==> src/rtl/core/pump_motor_plant_model_step_defines.svh <==
// Assertion macros shared by the pump plant model RTL.
// Used by the files that carry concurrent checks; no other dependencies.
`ifndef PUMP_MOTOR_PLANT_MODEL_STEP_DEFINES_SVH
`define PUMP_MOTOR_PLANT_MODEL_STEP_DEFINES_SVH
`ifndef SYNTHESIS
`define PMP_ASSERT(label, clk, rst, prop) \
   label: assert property (@(posedge clk) disable iff (rst) (prop)) \
      else $error("pmp check failed");
`define PMP_ASSERT_NEXT(label, clk, rst, ante, cons) \
   label: assert property (@(posedge clk) disable iff (rst) (ante) |=> (cons)) \
      else $error("pmp check failed");
`else
`define PMP_ASSERT(label, clk, rst, prop)
`define PMP_ASSERT_NEXT(label, clk, rst, ante, cons)
`endif
`endif

==> src/rtl/core/pmp_pkg.sv <==
// Package for the pump plant model: widths, constants, codes, item types,
// CORDIC arctangent table. No dependencies.
package pmp_pkg;

   localparam int PHASE_BITS_DEF = 32;
   localparam int SINE_ITER_DEF  = 16;
   localparam int ITER_IDX_W     = 5;

   localparam int REQ_W      = 16;
   localparam int RSP_W      = 112;
   localparam int CSR_IDX_W  = 3;
   localparam int CSR_DATA_W = 17;

   localparam logic [31:0] SLOW_INC32 = 32'd34178264;
   localparam logic [31:0] JIT_INC32  = 32'd478495693;
   localparam logic signed [33:0] CORDIC_X0 = 34'sd652032874;

   localparam logic [16:0] SPEED_FULL = 17'd65536;
   localparam logic [23:0] TEMP_RESET = 24'd1638400;
   localparam logic [23:0] TEMP_MAX   = 24'hFF_FFFF;
   localparam logic [39:0] RUN_MAX    = 40'hFF_FFFF_FFFF;
   localparam logic [14:0] HOUR_DIV   = 15'd28125;
   localparam logic [34:0] HOURS_MAX  = 35'((64'hFF_FFFF_FFFF * 64'd512) / 64'd28125);
   localparam logic [14:0] HREM_MAX   = 15'((64'hFF_FFFF_FFFF * 64'd512) % 64'd28125);

   // reciprocals: x/100 = (x*M100)>>30, x/10 = (x*M10)>>20, x/28125 = (x*M28125)>>42
   localparam logic [23:0] M100   = 24'd10737419;
   localparam logic [16:0] M10    = 17'd104858;
   localparam logic [27:0] M28125 = 28'd156374991;

   typedef enum logic [CSR_IDX_W-1:0] {
      CSR_INTERVAL = 3'd0,
      CSR_DUTY     = 3'd1,
      CSR_OVERTEMP = 3'd2,
      CSR_RAMP     = 3'd3,
      CSR_THERMAL  = 3'd4
   } csr_idx_type;

   typedef enum logic [1:0] {
      MD_STOP     = 2'd0,
      MD_AUTO     = 2'd1,
      MD_HAND     = 2'd2,
      MD_AUTO_ALT = 2'd3
   } mode_type;

   typedef struct packed {
      logic       active;
      logic       manual;
      logic [6:0] sp;
   } item_type;

   typedef struct packed {
      logic               done;
      logic signed [17:0] sine;
   } sine_rsp_type;

   function automatic logic [29:0] atan_turn(input logic [ITER_IDX_W-1:0] i);
      logic [29:0] a;
      unique case (i)
         5'd0:  a = 30'd536870912;
         5'd1:  a = 30'd316933406;
         5'd2:  a = 30'd167458907;
         5'd3:  a = 30'd85004756;
         5'd4:  a = 30'd42667331;
         5'd5:  a = 30'd21354465;
         5'd6:  a = 30'd10679838;
         5'd7:  a = 30'd5340245;
         5'd8:  a = 30'd2670163;
         5'd9:  a = 30'd1335087;
         5'd10: a = 30'd667544;
         5'd11: a = 30'd333772;
         5'd12: a = 30'd166886;
         5'd13: a = 30'd83443;
         5'd14: a = 30'd41722;
         5'd15: a = 30'd20861;
         5'd16: a = 30'd10430;
         5'd17: a = 30'd5215;
         5'd18: a = 30'd2608;
         5'd19: a = 30'd1304;
         5'd20: a = 30'd652;
         5'd21: a = 30'd326;
         5'd22: a = 30'd163;
         5'd23: a = 30'd81;
         default: a = 30'd0;
      endcase
      return a;
   endfunction

endpackage

==> src/rtl/core/pmp_front.sv <==
// Request front end: decodes run command and mode, caps the setpoint and
// queues the request in a two-entry FIFO. Depends on pmp_pkg.
`include "pump_motor_plant_model_step_defines.svh"
module pmp_front import pmp_pkg::*; (
   input  logic             clock,
   input  logic             reset,
   input  logic             req_tvalid,
   output logic             req_tready,
   input  logic [REQ_W-1:0] req_tdata,
   input  logic             pop,
   output logic             item_valid,
   output item_type         item
);

   item_type   mem_ff [2];
   logic       wr_ptr_ff, rd_ptr_ff;
   logic [1:0] count_ff, count_in;
   logic       push;
   mode_type   mode;
   item_type   cls;

   always_comb begin
      mode       = mode_type'(req_tdata[2:1]);
      cls.active = req_tdata[0] && (mode != MD_STOP);
      cls.manual = (mode == MD_HAND);
      cls.sp     = (req_tdata[10:3] > 8'd100) ? 7'd100 : req_tdata[9:3];
      req_tready = (count_ff != 2'd2);
      push       = req_tvalid && req_tready;
      item_valid = (count_ff != 2'd0);
      item       = mem_ff[rd_ptr_ff];
      count_in   = count_ff + {1'b0, push} - {1'b0, pop};
   end

   always_ff @(posedge clock) begin
      if (reset) begin
         wr_ptr_ff <= 1'b0;
         rd_ptr_ff <= 1'b0;
         count_ff  <= 2'd0;
      end else begin
         if (push) wr_ptr_ff <= ~wr_ptr_ff;
         if (pop)  rd_ptr_ff <= ~rd_ptr_ff;
         count_ff <= count_in;
      end
      if (push) mem_ff[wr_ptr_ff] <= cls;
   end

   `PMP_ASSERT(a_cnt_max, clock, reset, count_ff <= 2'd2)
   `PMP_ASSERT(a_pop_nonempty, clock, reset, !pop || count_ff != 2'd0)
   `PMP_ASSERT_NEXT(a_push_grow, clock, reset, push && !pop, count_ff == $past(count_ff) + 2'd1)

endmodule

==> config.mk <==
export PLATFORM = sky130hd
export DESIGN_NAME = pmp_front
export DESIGN_NICKNAME = d
export VERILOG_FILES = /design/src/rtl/core/pmp_pkg.sv /design/src/rtl/core/pmp_front.sv
export VERILOG_INCLUDE_DIRS = /design/src /design/src/rtl/core
export SDC_FILE = /design/constraint.sdc
export NUM_CORES = 1
export LEC_CHECK = 0
export BUFFER_PORTS_ARGS = -buffer_cell sky130_fd_sc_hd__buf_4
export CAP_MARGIN = 0
export CORE_ASPECT_RATIO = 1.1
export CORE_UTILIZATION = 40
export CTS_CLUSTER_SIZE = 8
export DETAILED_ROUTE_END_ITERATION = 16
export PLACE_DENSITY = 0.68
export REMOVE_ABC_BUFFERS = 1
export SKIP_LAST_GASP = 1
export SLEW_MARGIN = 25
export SYNTH_ARGS = -nofsm -noshare
export SYNTH_HDL_FRONTEND = slang
export SYNTH_SLANG_ARGS = --single-unit
==> constraint.sdc <==
create_clock -name clock -period 1.43 [get_ports clock]
set_input_delay 0.286 -clock clock [delete_from_list [all_inputs] [get_ports clock]]
set_output_delay 0.286 -clock clock [all_outputs]
set_load 0.005 [all_outputs]
Word-level counts from Yosys, hierarchy flattened
Memory sizes are Yosys's and may differ from the RTL's. A register that Yosys moved wholly into a read port is not among the register bits.
Index checks and enable logic that the tools add are counted.
{ "totals": {"register_bits": 4, "latchBits": 0, "mem_bits_rw": 18, "mem_bits_ro": 0, "input_bits": 20, "out_inout_bits": 11, "word_cells": 20, "memories": 1} }
{ "memory_table": {"columns": ["name", "depth", "width", "rd", "rd_clocked_by_memory_dff", "write_ports", "line_no", "source"], "rows": [
  ["mem_ff", 2, 9, 1, 1, 1, "pmp_front.sv:15", "item_type mem_ff [2];"]
]} }
{ "classes": {"add_sub_neg": 2, "n_mul": 0, "div_mod_pow": 0, "order_cmp": 1, "n_eq_ne": 2, "shifts": 0, "mux": 5, "n_bitwise": 2, "n_reduce_logical": 4} }
{ "op_table": {"columns": ["operator", "n"], "rows": [
  ["$gt 8x7->1 const B", 1],
  ["$mux 7", 1],
  ["$mux 1", 4],
  ["$reduce_bool 2->1", 2],
  ["$add 2x1->2", 1],
  ["$eq 2x2->1 const B", 1],
  ["$logic_and 1x1->1", 2],
  ["$ne 2x2->1 const B", 1],
  ["$not 1->1", 2],
  ["$sub 2x1->2", 1]
]} }

Longest topological paths before layout
{ "logic_depth": {"ltp_word": 4, "ltp_mapped": 7, "ltp_nobuf": 7} }

Worst setup path after synthesis
OpenSTA, ideal clock, no wires.
{ "synth_path": {"path_type": "flip-flop to flip-flop", "from": "register count_ff[0]", "to": "register count_ff[1]", "setup_ps": 65, "arrival_time_ps": 1520, "t_required_ps": 1365, "slack_ps": -155, "path_stages_with_launch": 7, "n_path_buf": 0, "synth_period_minus_slack_ps": 1585, "cell_sequence": "dfxtp_1 > nand2b_1 > nand2_1 > xnor2_1 > ha_1 > or4b_1 > nand4b_1"} }
{ "synth_via": {"elab_chain_len": 4} }
{ "synth_rtl": {"columns": ["item", "line_no", "source"], "rows": [
  ["start: declaration", "pmp_front.sv:17", "logic [1:0] count_ff, count_in;"],
  ["start signal: assignment", "pmp_front.sv:42", "count_ff <= count_in;"],
  ["$ne 2x2->1", "pmp_front.sv:27", "req_tready = (count_ff != 2'd2);"],
  ["net req_tready", "pmp_front.sv:8", "output logic req_tready,"],
  ["$logic_and 1x1->1", "pmp_front.sv:28", "push = req_tvalid && req_tready;"],
  ["$add 2x1->2", "pmp_front.sv:31", "count_in = count_ff + {1'b0, push} - {1'b0, pop};"],
  ["$sub 2x1->2", "pmp_front.sv:31", null]
]} }
The timed path passes the listed nets, and every way through them passes these cells.
A chain may end at the register's enable or synchronous reset.

==> run metrics <==
Max Transition Viols Final=0; Register-to-Register Path Depth=6; Mapped Cells=between 70 and 80; Max Cap Viol=0; die area=~2700 µm²; asr flop ratio synth=0%; CP bufs+invs=2; peak supply drop=between 600 and 700 µV; total gr overflow=0; status=complete, but fails checks; Floorplan Core Area=2300 µm²; Syn Std Cell Area=a little under 1000 µm²; Cell variety after synth=27; Detailed Route WL=~1900 µm; slowest CP cell=dfxtp_4; WL/cell=about 13 µm; Fillers=between 150 and 200; Max FO, Critical Path=4; R2R Path Start=count_ff[0]; dominant synthesized flop cell=edfxtp_1; vias in the first global route=approximately 740; Hold Startpoint=reset; Critical Path End=item[2]; H-tree levels=1; share of post-route cells with drive strength above 1=a little over 50%; XOR/XNOR share of the synthesized area=under 10%; compound-gate portion of the synthesized area=under 10%; TritonCTS clock tree=built; Leak=slightly below 0.6 nW; area grow syn2layout=48.9%; Iteration-0 DRC Markers=15; post-route ant nets=0; Die Wd=49.3 µm; biggest area consumer among synthesized cells=edfxtp_1; vias per std cell=between 5 and 6; setup ws final=-0.102 ns; critical path class=reg -> out; fin nets=about 130; clock skew=between 0.009 and 0.01 ns; cell row count=18; worst r2r dst=count_ff[1]; Syn Area/Cell=13.9 µm²; Core Util, Final=63.9%; drt pass-1 iters=4; WP depth=3; WL met1=between 700 and 800 µm; Reg2Reg Setup Slack=-0.06 ns; chip height=around 54 µm; fraction of the mapped netlist area in simple logic gates=approximately 14%; first-pass GRT wire length=between 2000 and 3000 µm; adder-cell share of the synthesized area=around 1.3%; IO buf count=25; DR WL met2=a little under 1000 µm; # diodes=0; WP data required=between 1 and 1.5 ns; violated checks=setup timing; Seq cells post-synth=23; I/O pin cnt=31; Yosys warning count=0; Seq/Total Area, Yosys=around two thirds; RSZ-0062 raised after global routing=yes; largest family of logic cells by synthesized area=simple AND/OR/NAND/NOR gates; largest net degree at the start of global routing=13; initial antenna violation count=0; Fin. Hold Viols=0; pwr/cell area=1070 nW/µm²; # DRC=0; Max-slew headroom=a little over four fifths; post-DP HPWL=between 1000 and 1500 µm; worst skew pair latency=approximately 0.30 ns; Setup Viol. Count Final=10; clk slew on worst S/H paths=0.13 ns; minimum clock period=roughly 1.5 ns; GP Congestion=0.669; vias=723; Setup crit end kind=output port; largest cells by area after synthesis=edfxtp_1 (55%), mux2_2 (10%), dfxtp_1 (10%); mux cell area share after synthesis=10.3%; post-synth top area share=54.8%; Setup TNS=-0.804 ns; Worst Tran Pin Value=approximately 0.25 ns; Critical Path Max Stage Delay=0.39 ns; worst-path cell chain=clkbuf_16 > mux2_4 > buf_6; critical path data arrival time=1.25 ns; highest metal used=met4; Max clock buf depth=2; CTS Hold Bufs=0; startpoint types=flip-flop; Post-synth EDFFs=18; CP top delay family=flip-flops; final critical-path share of the clock period=107%; Initial Utilization=42.9%; clock root buffer=clkbuf_4; CTS buffer count=3; # clock sinks=23; GRT Overall Usage=15.2%; FMAX=between 600 and 700 MHz; Hold WC Path Type=in -> reg; WL met3=102 µm
## worst min path at each step
stage	end	slack, ns	depth (start not counted)
detailed placement	flip-flop	0.50	2
global placement	flip-flop	0.49	2
floorplan	wr_ptr_ff	0.36	1
finish	wr_ptr_ff	0.20	2
CTS	flip-flop	0.18	2
global route	wr_ptr_ff	0.19	2
## power breakdown
| part | leakage (nW) | internal (W) | total (W) | switching [W] |
|---|---|---|---|---|
| sequential | 0.210 | 0.000796 | 0.000827 | 0.0000302 |
| clock | 0.0150 | 0.000108 | 0.000290 | 0.000181 |
| combinational | 0.369 | 0.000288 | 0.000451 | 0.000163 |
| total | 0.595 | 0.00119 | 0.00157 | 0.000374 |
## per-stage QoR
stage / total power, W / hold WS (ns) / setup slack [ns] / cells / area (µm²)
after floorplan: 0.000976 / 0.355 / -0.155 / 70 / 981
after global placement: 0.00118 / 0.493 / -0.0420 / 133 / 1300
final: 0.00157 / 0.197 / -0.102 / 139 / 1470
after global routing: 0.00164 / 0.192 / -0.143 / 139 / 1470
after CTS: 0.00148 / 0.180 / -0.114 / 137 / 1340
after detailed placement: 0.00119 / 0.501 / -0.221 / 133 / 1300
## synthesized netlist by cell type (all sizes together) (2+ instances only)
master and n:
edfxtp 18, mux2 9, dfxtp 5, and2 4, inv 4, nor2 4, or2 3, a21oi 2
nand2 2, nand4 2, nor2b 2, xnor2 2
## kinds of logic (layout without fill, tap and decap cells)
group                    count (synthesis)  count (layout)
XOR/XNOR                                 2               2
AO/OA/AOI/OAI                            8               8
multiplexers                             9               9
buffers and inverters                    5              43
AND/OR/NAND/NOR                         23              23
adder cells (fa/ha/maj)                  1               1
flip-flops                              23              23
## registers in the layout, summed over array words and instances, names as in the netlist, named ones only
signal / count
count_ff: 2
mem_ff: 18
rd_ptr_ff: 1
wr_ptr_ff: 1
## cells in the final DEF (no fill, tap or decap), types with 2 or more instances in the layout
cell      synthesis  layout
xnor2_1           2       2
or2_2             2       2
buf_6             0       9
buf_4             0      22
nand2_1           2       2
clkbuf_4          0       3
inv_1             4       4
nor2b_1           2       2
dfxtp_1           5       2
and2_1            4       4
nand4_1           2       2
dfxtp_4           0       2
mux2_4            0       9
buf_12            0       3
nor2_1            4       4
edfxtp_1         18      18
a21oi_1           2       2
## layout make-up
cell class                      instances  area [µm²]  area share (%)
Clock buffer                            4        26.3            1.79
Inverter                                4        15.0            1.02
Multi-Input combinational cell         43         388            26.4
Sequential cell                        23         649            44.2
Tap cell                               30        37.5            2.56
Timing Repair Buffer                   35         352            24.0
## repair_timing
| item | CTS | global route |
|---|---|---|
| gates cloned | 0 | 1 |
| setup buffers | 0 | 1 |
| pin swaps | 0 | 5 |
| setup endpoints to repair | 10 | 10 |
| gates resized for setup | 5 | 23 |
## metal layers
metal,track usage [%],vias up
li1,-,344
met1,14.8,337
met2,29.7,36
met3,3.95,6
met4,7.84,0
met5,0,-
No activity file was read; power rests on OpenSTA's default activity.
